File: src/hw/rtl/bsqrt_pkg.sv
// shared types and constants for the bisection square root core
`timescale 1ns / 1ps

package bsqrt_pkg;

  localparam int VAL_W  = 32;
  localparam int ITER_W = 7;
  localparam int SQ_W   = 2 * VAL_W;
  localparam int OUT_W  = 40;

  localparam logic [VAL_W-1:0] TOL_RESET = 32'd6554;

  typedef enum logic [1:0] {
    ST_IDLE,
    ST_SQUARE,
    ST_EVAL,
    ST_FINISH
  } state_t;

  typedef struct packed {
    logic load;
    logic square;
    logic step;
    logic finish;
  } cmd_t;

  typedef struct packed {
    logic special;
    logic tol_met;
    logic cap;
  } status_t;

endpackage

File: src/hw/rtl/bsqrt_ctrl.sv
// controller state machine: request handshake, search sequencing, result register valid
`timescale 1ns / 1ps

module bsqrt_ctrl
  import bsqrt_pkg::*;
(
  input  logic    clk,
  input  logic    rst_n,
  input  logic    in_valid,
  output logic    in_ready,
  output logic    out_valid,
  input  logic    out_ready,
  input  status_t status,
  output cmd_t    cmd
);

  state_t state_r, state_nxt;
  logic   out_valid_r, out_valid_nxt;
  logic   can_finish;

  assign can_finish = !out_valid_r || out_ready;

  always_ff @(posedge clk) begin
    if (!rst_n) begin
      state_r     <= ST_IDLE;
      out_valid_r <= 1'b0;
    end else begin
      state_r     <= state_nxt;
      out_valid_r <= out_valid_nxt;
    end
  end

  // next state
  always_comb begin
    state_nxt = state_r;
    unique case (state_r)
      ST_IDLE: begin
        if (in_valid) state_nxt = ST_SQUARE;
      end
      ST_SQUARE: begin
        state_nxt = status.special ? ST_FINISH : ST_EVAL;
      end
      ST_EVAL: begin
        state_nxt = (status.tol_met || status.cap) ? ST_FINISH : ST_SQUARE;
      end
      ST_FINISH: begin
        if (can_finish) state_nxt = ST_IDLE;
      end
      default: state_nxt = ST_IDLE;
    endcase
  end

  // outputs
  always_comb begin
    cmd      = '0;
    in_ready = 1'b0;
    unique case (state_r)
      ST_IDLE: begin
        in_ready = 1'b1;
        cmd.load = in_valid;
      end
      ST_SQUARE: begin
        cmd.square = 1'b1;
      end
      ST_EVAL: begin
        cmd.step = !(status.tol_met || status.cap);
      end
      ST_FINISH: begin
        cmd.finish = can_finish;
      end
      default: cmd = '0;
    endcase
  end

  assign out_valid_nxt = cmd.finish || (out_valid_r && !out_ready);
  assign out_valid     = out_valid_r;

endmodule

File: src/hw/rtl/bsqrt_dp.sv
// datapath: bounds, midpoint, squarer, tolerance window and result register
`timescale 1ns / 1ps

module bsqrt_dp
  import bsqrt_pkg::*;
#(
  parameter int MAX_ITER  = 48,
  parameter int FRAC_BITS = 16
) (
  input  logic             clk,
  input  logic             rst_n,
  input  cmd_t             cmd,
  output status_t          status,
  input  logic [VAL_W-1:0] in_value,
  input  logic             cfg_we,
  input  logic [VAL_W-1:0] cfg_tol,
  output logic [VAL_W-1:0] root,
  output logic [ITER_W-1:0] iterations,
  output logic             converged
);

  localparam logic [VAL_W-1:0]  ONE        = VAL_W'(1) << FRAC_BITS;
  localparam logic [ITER_W-1:0] MAX_ITER_C = ITER_W'(MAX_ITER);

  logic [VAL_W-1:0]  tol_r;
  logic [SQ_W-1:0]   tgt_r, up_r, dn_r, sq_r;
  logic [VAL_W-1:0]  lo_r, hi_r, x_r;
  logic [ITER_W-1:0] steps_r;
  logic              special_r;
  logic [VAL_W-1:0]  root_r;
  logic [ITER_W-1:0] iter_r;
  logic              conv_r;

  logic [SQ_W-1:0]   tol_wide, up_nxt, dn_nxt, sq_nxt;
  logic              lt;
  logic [VAL_W-1:0]  lo_nxt, hi_nxt, hi_init;
  logic [VAL_W:0]    mid_sum;
  logic              special_in;

  // tolerance register
  always_ff @(posedge clk) begin
    if (!rst_n) begin
      tol_r <= TOL_RESET;
    end else if (cfg_we) begin
      tol_r <= cfg_tol;
    end
  end

  assign special_in = (in_value == '0) || (in_value == ONE);
  assign hi_init    = (in_value >= ONE) ? in_value : ONE;

  // acceptance window around the target in the wide format
  assign tol_wide = SQ_W'(tol_r) << FRAC_BITS;
  assign up_nxt   = tgt_r + tol_wide;
  assign dn_nxt   = (tgt_r > tol_wide) ? (tgt_r - tol_wide) : '0;
  assign sq_nxt   = SQ_W'(x_r) * SQ_W'(x_r);

  assign lt      = sq_r < tgt_r;
  assign lo_nxt  = lt ? x_r : lo_r;
  assign hi_nxt  = lt ? hi_r : x_r;
  assign mid_sum = {1'b0, lo_nxt} + {1'b0, hi_nxt};

  always_ff @(posedge clk) begin
    if (cmd.load) begin
      tgt_r     <= SQ_W'(in_value) << FRAC_BITS;
      lo_r      <= '0;
      hi_r      <= hi_init;
      x_r       <= special_in ? in_value : (hi_init >> 1);
      special_r <= special_in;
    end else if (cmd.step) begin
      lo_r <= lo_nxt;
      hi_r <= hi_nxt;
      x_r  <= mid_sum[VAL_W:1];
    end
    if (cmd.square) begin
      sq_r <= sq_nxt;
      up_r <= up_nxt;
      dn_r <= dn_nxt;
    end
    if (cmd.finish) begin
      root_r <= x_r;
      iter_r <= steps_r;
      conv_r <= special_r || status.tol_met;
    end
  end

  always_ff @(posedge clk) begin
    if (!rst_n) begin
      steps_r <= '0;
    end else if (cmd.load) begin
      steps_r <= '0;
    end else if (cmd.step) begin
      steps_r <= steps_r + ITER_W'(1);
    end
  end

  assign status.special = special_r;
  assign status.tol_met = (sq_r <= up_r) && (sq_r >= dn_r);
  assign status.cap     = steps_r >= MAX_ITER_C;

  assign root       = root_r;
  assign iterations = iter_r;
  assign converged  = conv_r;

endmodule

File: src/hw/rtl/bisection_square_root_core.sv
// top level of the bisection square root core
// a value is accepted only in idle; the core then alternates the square and evaluate states until
// the tolerance is met or the step cap is reached, and registers the result in the finish state
// a zero or one input goes from square straight to finish; at most MAX_ITER steps per value
// each step is one pass of the single squarer (square state) and one compare/update (evaluate state)
// synchronous active-low reset clears control and loads the tolerance reset value
`timescale 1ns / 1ps

module bisection_square_root_core
  import bsqrt_pkg::*;
#(
  parameter int MAX_ITER  = 48,
  parameter int FRAC_BITS = 16
) (
  input  logic             clk,
  input  logic             rst_n,
  input  logic             in_tvalid,
  output logic             in_tready,
  input  logic [VAL_W-1:0] in_tdata,   // value[31:0]
  output logic             out_tvalid,
  input  logic             out_tready,
  output logic [OUT_W-1:0] out_tdata,  // root[31:0], iterations[38:32], converged[39]
  input  logic             cfg_valid,
  output logic             cfg_ready,
  input  logic [VAL_W-1:0] cfg_data    // tolerance[31:0]
);

  cmd_t              cmd;
  status_t           status;
  logic [VAL_W-1:0]  root;
  logic [ITER_W-1:0] iterations;
  logic              converged;

  assign cfg_ready = 1'b1;

  bsqrt_ctrl u_ctrl (
    .clk       (clk),
    .rst_n     (rst_n),
    .in_valid  (in_tvalid),
    .in_ready  (in_tready),
    .out_valid (out_tvalid),
    .out_ready (out_tready),
    .status    (status),
    .cmd       (cmd)
  );

  bsqrt_dp #(
    .MAX_ITER  (MAX_ITER),
    .FRAC_BITS (FRAC_BITS)
  ) u_dp (
    .clk        (clk),
    .rst_n      (rst_n),
    .cmd        (cmd),
    .status     (status),
    .in_value   (in_tdata),
    .cfg_we     (cfg_valid && cfg_ready),
    .cfg_tol    (cfg_data),
    .root       (root),
    .iterations (iterations),
    .converged  (converged)
  );

  assign out_tdata = {converged, iterations, root};

endmodule

File: config.mk
export PLATFORM = sky130hd
export DESIGN_NAME = bisection_square_root_core
export DESIGN_NICKNAME = d
export VERILOG_FILES = /design/src/hw/rtl/bsqrt_pkg.sv /design/src/hw/rtl/bsqrt_ctrl.sv /design/src/hw/rtl/bsqrt_dp.sv /design/src/hw/rtl/bisection_square_root_core.sv
export SDC_FILE = /design/constraint.sdc
export NUM_CORES = 2
export LEC_CHECK = 0
export ABC_AREA = 1
export BUFFER_PORTS_ARGS = -buffer_cell sky130_fd_sc_hd__buf_4
export CAP_MARGIN = 20
export CELL_PAD_IN_SITES_DETAIL_PLACEMENT = 1
export CELL_PAD_IN_SITES_GLOBAL_PLACEMENT = 1
export CORE_ASPECT_RATIO = 1.4
export CORE_MARGIN = 3
export CORE_UTILIZATION = 40
export DETAILED_ROUTE_END_ITERATION = 12
export PLACE_DENSITY_LB_ADDON = 0.1
export SLEW_MARGIN = 20
export SYNTH_ARGS = -nofsm -noshare
export SYNTH_HDL_FRONTEND = slang
export SYNTH_HIERARCHICAL = 1
export SYNTH_SLANG_ARGS = --single-unit
File: constraint.sdc
create_clock -name clk -period 7.6 [get_ports clk]
set_input_delay 1.52 -clock clk [delete_from_list [all_inputs] [get_ports clk]]
set_output_delay 1.52 -clock clk [all_outputs]
set_load 0.01 [all_outputs]
== Word-level counts from Yosys, hierarchy flattened ==
Index checks and enable logic that the tools add are counted.
W data, S select, Z words.

* Bits in registers: 403
* Bits of input ports: 69
* Logic and storage cells: 66

* $add $sub $neg: 4
* $mul: 1
* $lt $le $gt $ge: 6
* Equal/unequal tests: 6
* Mux-type cells: 18
* Bitwise gates (word level): 1
* Reduce and logical (&&, ||, !) cells: 15

{| class="wikitable"
|+ Operators with widths
! kind !! count
|-
| $mux W32 || 8
|-
| $ge A64 B64 Y1 || 1
|-
| $le A64 B64 Y1 || 1
|-
| $lt A64 B48 Y1 || 1
|-
| $mul A32 B32 Y64 || 1
|-
| $add A48 B48 Y49 || 1
|-
| $sub A48 B48 Y49 || 1
|-
| $gt A48 B48 Y1 || 1
|-
| $add A32 B32 Y33 || 1
|-
| $eq A32 B17 Y1 const B || 1
|-
| $ge A32 B17 Y1 const B || 1
|-
| $logic_not A32 Y1 || 1
|-
| $pmux W2 S4 || 1
|-
| $add A7 B1 Y7 const B || 1
|-
| $ge A7 B6 Y1 const B || 1
|-
| $mux W1 || 6
|-
| $mux W2 || 3
|-
| $logic_or A1 B1 Y1 || 5
|-
| $eq A2 B2 Y1 const B || 2
|-
| $logic_not A1 Y1 || 3
|-
| $eq A2 B1 Y1 const B || 1
|-
| $logic_and A1 B1 Y1 || 2
|-
| $logic_not A2 Y1 || 1
|-
| $ne A2 B1 Y1 const B || 1
|-
| other kinds (5) || 5
|}

== Longest topological paths before layout ==
* Depth in word-level cells: 7
* Gate-level depth with buffers: 35
* Mapped depth without buffers: 34

== Hierarchy ==
The synthesis kept the hierarchy.

{| class="wikitable"
|+ By module, submodules not included
! module !! instances !! cells an instance !! area an instance (um2) !! seq. area each (um2)
|-
| bsqrt_dp || 1 || 5,754 || 49,831.5 || 9,409.0
|-
| bsqrt_ctrl || 1 || 26 || 158.9 || 60.1
|-
| bisection_square_root_core || 1 || 3 || 18.8 || 0.0
|}

== Worst setup path before layout ==
OpenSTA, ideal clock, no wires.

* Path kind: in2reg
* Start: input port in_tvalid
* End: register u_dp.hi_r[0] (enable)
* Setup time: 0.453 ns
* Data arrival time: 7.152 ns
* Data required time: 7.147 ns
* Path slack: -0.005 ns
* Stages on the path: 5
* Path buffers: 1
* Cell sequence: inv_1 > nor3_1 > clkinv_1 > nand2_1 > clkbuf_1

{| class="wikitable"
|+ RTL lines
! item !! line !! text
|-
| from (decl) || bisection_square_root_core.sv:17 || <nowiki>input logic in_tvalid,</nowiki>
|-
| to (signal assigned) || bsqrt_dp.sv:67 || <nowiki>hi_r <= hi_init;</nowiki>
|-
| to (signal assigned) || bsqrt_dp.sv:72 || <nowiki>hi_r <= hi_nxt;</nowiki>
|-
| to (decl) || bsqrt_dp.sv:27 || <nowiki>logic [VAL_W-1:0] lo_r, hi_r, x_r;</nowiki>
|}

== Final worst setup path ==
* Start: register u_dp.x_r[11]
* End: register u_dp.sq_r[57] (data pin)

* Word-level cells in the longest chain between the ends: 1

{| class="wikitable"
|+ Ends and longest elaborated chain
! item !! line !! text
|-
| from (decl) || bsqrt_dp.sv:27 ||
|-
| from (signal assigned) || bsqrt_dp.sv:68 || <nowiki>x_r <= special_in ? in_value : (hi_init >> 1);</nowiki>
|-
| from (signal assigned) || bsqrt_dp.sv:73 || <nowiki>x_r <= mid_sum[VAL_W:1];</nowiki>
|-
| $mul A32 B32 Y64 || bsqrt_dp.sv:56 || <nowiki>assign sq_nxt = SQ_W'(x_r) * SQ_W'(x_r);</nowiki>
|-
| via u_dp.sq_nxt[57] || bsqrt_dp.sv:34 || <nowiki>logic [SQ_W-1:0] tol_wide, up_nxt, dn_nxt, sq_nxt;</nowiki>
|-
| to (signal assigned) || bsqrt_dp.sv:76 || <nowiki>sq_r <= sq_nxt;</nowiki>
|-
| to (decl) || bsqrt_dp.sv:26 || <nowiki>logic [SQ_W-1:0] tgt_r, up_r, dn_r, sq_r;</nowiki>
|}

The timed path passes the listed nets, and every way through them passes these cells.
A chain may end at the register's enable or synchronous reset.

==> summary.txt <==
Synthesis
  – #FFs+latches synth: 340
  – Synth top area cells: fa_1 32%, edfxtp_1 16%, ha_1 13%
  – Mapped Nets: 7156
  – Cell area after synthesis: roughly 50000 um^2
  – Async set or reset register ratio after synthesis: 0%
  – Syn Area/Cell: 8.65 um^2
  – Synth top area share: 31.8%
  – Yosys warns: 6
  – Syn Inst Count: 5783
  – Primary FF master, synth: edfxtp_1
  – Post-synthesis cell type count: 62
  – Post-synth EDFFs: 266
  – Synth area leader: fa_1
  – Part of the Yosys area used for sequential elements: 18.9%
  – Commonest cells post-synth: 1640 x inv_1, 937 x nand2_1, 795 x fa_1, 509 x ha_1, 323 x a21oi_1
  – Count leader, synth: inv_1

Detailed routing
  – Routed WL per cell: 22.4 um
  – Via Count: 39.0k
  – Initial DRC count: 1968
  – Antenna Nets Post-Route: 0
  – Final WL: 171000 um
  – DRT Pass-1 Iters: 5
  – Number of vias per cell: 5.09
  – DRC violations left: 0

Global route
  – Vias in the first global route: ~44k
  – Antenna violations before repair: 5
  – First-pass GRT wire length: between 200000 and 300000 um
  – GRT Total Usage: 26.0%
  – Largest net degree at the start of global routing: 87
  – Grt ovf: 0

Placement
  – Hpwl dp: 137000 um
  – Port bufs: 110
  – Post-Place Worst Slack: -0.161 ns
  – GP Congestion: 0.885

Floorplan
  – Chip width: 305 um
  – Area of the core: 123000 um^2
  – Initial Util: 40.5%
  – Die Footprint: 129000 um^2
  – I/O pins: 112
  – Die Ht: 424 um
  – # rows: 152

Clock tree
  – TritonCTS clock tree: done
  – Number of H-tree levels: 2
  – CTS Buffer Depth: 3
  – CTS clk-pin slew, worst paths: 0.06 ns
  – Sink Count: 340
  – Root Buffer Master: clkbuf_16
  – Skew-Pair Late Insertion Delay: 0.63 ns
  – Hold-fix buffer count after cts: 0
  – CTS Buf Count: 45

STA
  – Worst-Margin Slew: 1.07 ns
  – Normalized max-slew margin: 27.8%
  – Max Freq: 134 MHz
  – WHS: 0.435 ns
  – Final WS setup: 0.155 ns
  – Max-slew violations: 0
  – Clock Skew: 0.0470 ns
  – Final cycle utilization of the critical path: 98.0%
  – Final Hold Vio Count: 0
  – Tmin final: 7.44 ns
  – Final setup viols: 0
  – RSZ-0062 raised after global routing: true

Job
  – Max-cap violations: 0

Setup path
  – Critical Path RT: 7.94 ns
  – Worst flop-to-flop path startpoint: u_dp/x_r[11]$_DFFE_PP_
  – WS Path Type: flip-flop to flip-flop
  – Critical Path Source: u_dp/x_r[11]$_DFFE_PP_
  – Setup crit end kind: flip-flop
  – Maximum fanout along the worst path: 7
  – Startpoint class of the critical path: flip-flop
  – Worst EP arrival: 7.79 ns

Finish
  – Final core utilization: a little under half
  – Layout area overhead: 14.4%
  – Nets: 7376
  – Layout cells sized above 1: 11.1%

Min path
  – Hold Path Class: flip-flop to flip-flop
  – Hold Crit Start: u_dp/steps_r[6]$_SDFFE_PP0P_

Status
  – Status: complete, no violations
-- metrics by stage --
| step | area [um^2] | TNS [ns] | instances |
|---|---|---|---|
| floorplan | 50000 | 0 | 5783 |
| global placement | 53900 | -0.453 | 7509 |
| detailed placement | 54000 | -1.10 | 7509 |
| CTS | 55600 | 0 | 7594 |
| global route | 57200 | -0.747 | 7657 |
| finish | 57200 | 0 | 7658 |
-- worst max-delay path, stage by stage, from the launching register on --
cell      delay [ns]
edfxtp_1        0.46
buf_12          0.19
buf_12          0.11
buf_4           0.12
nand2_1         0.06
fa_1            0.50
inv_2           0.05
fa_1            0.49
inv_1           0.05
fa_1            0.51
fa_1            0.52
inv_1           0.06
fa_1            0.50
fa_1            0.52
fa_1            0.60
fa_1            0.50
ha_4            0.33
nand2_1         0.07
buf_4           0.14
nor2_2          0.17
and3_4          0.21
nand3_1         0.07
nand3_2         0.19
a21o_1          0.25
a21oi_4         0.09
o31ai_2         0.26
xor2_1          0.11
-- layout by cell type, fill, tap and decap left out, types with 10 or more instances in the layout --
cell type,instances
inv_2,18
nor3_1,32
nand2_1,902
nor2_4,10
a21oi_2,35
a31oi_1,26
buf_6,10
inv_1,1626
o21ai_0,215
nor4_1,13
o21bai_1,22
nand4_1,27
o22ai_1,31
buf_12,52
clkbuf_16,51
ha_4,22
nand2_2,38
o21ai_1,31
buf_4,283
nand3_1,68
nor2_1,224
or2_2,16
fa_2,32
a21o_1,17
fa_1,763
edfxtp_1,266
o21a_1,22
clkbuf_1,12
o21ai_2,12
ha_1,486
xor2_1,111
dfxtp_1,74
xnor2_1,38
a21oi_1,298
-- sequential cells by signal, summed over array words and instances, names as in the netlist, 2 cells and up --
signal,count
u_ctrl/state_r,2
u_dp/dn_r,33
u_dp/hi_r,32
u_dp/iterations,7
u_dp/lo_r,32
u_dp/root,32
u_dp/sq_r,63
u_dp/steps_r,7
u_dp/tgt_r,32
u_dp/tol_r,32
u_dp/up_r,33
u_dp/x_r,32
-- layer usage --
metal | global-route usage (%) | vias to the layer above | wire, um | share of wire [%]
met5 | 0 | - | 0 | 0
met4 | 8.63 | 0 | 6400 | 3.7
met3 | 1.56 | 253 | 4860 | 2.8
met2 | 49.8 | 681 | 92000 | 54
met1 | 30.8 | 20088 | 68000 | 40
li1 | - | 17962 | - | -
-- final timing paths --
path	to	cells past startpoint	slack [ns]
max	u_dp/sq_r[57]$_DFFE_PP_	26	0.16
min	u_dp/iterations[6]$_DFFE_PP_	0	0.43
max reg2reg	u_dp/sq_r[57]$_DFFE_PP_	26	0.16
min reg2reg	u_dp/iterations[6]$_DFFE_PP_	0	0.43
-- what timing repair did --
item | CTS | global route
pin swaps | 4 | 100
buffers inserted | 1 | 57
gates resized for setup | 19 | 217
gates cloned | 1 | 6
setup endpoints to repair | 15 | 26
-- final cells by class --
cell class,count,area (um^2)
multi-input cells,3615,34500
inverters,1647,6180
clock buffers,57,1170
clock inverters,26,340
flip-flops and latches,340,9470
diodes,2,5.00
well taps,1617,2020
fillers,14455,66200
repair buffers,354,3490
-- cells by family (layout without fill, tap and decap cells) --
| kind of cell | after synthesis | after routing | synth area share [%] |
|---|---|---|---|
| buf+inv | 1828 | 2084 | 13.8 |
| simple gates | 1378 | 1378 | 11.1 |
| fa+ha+maj | 1304 | 1304 | 44.6 |
| compound gates | 780 | 780 | 8.86 |
| flops | 340 | 340 | 18.9 |
| xor+xnor | 152 | 152 | 2.66 |
| other cells | 1 | 3 | 0.00750 |
Power is left out: the tool's default activity adds up to more than one toggle a clock period on the data nets, which glitch-free logic cannot reach.
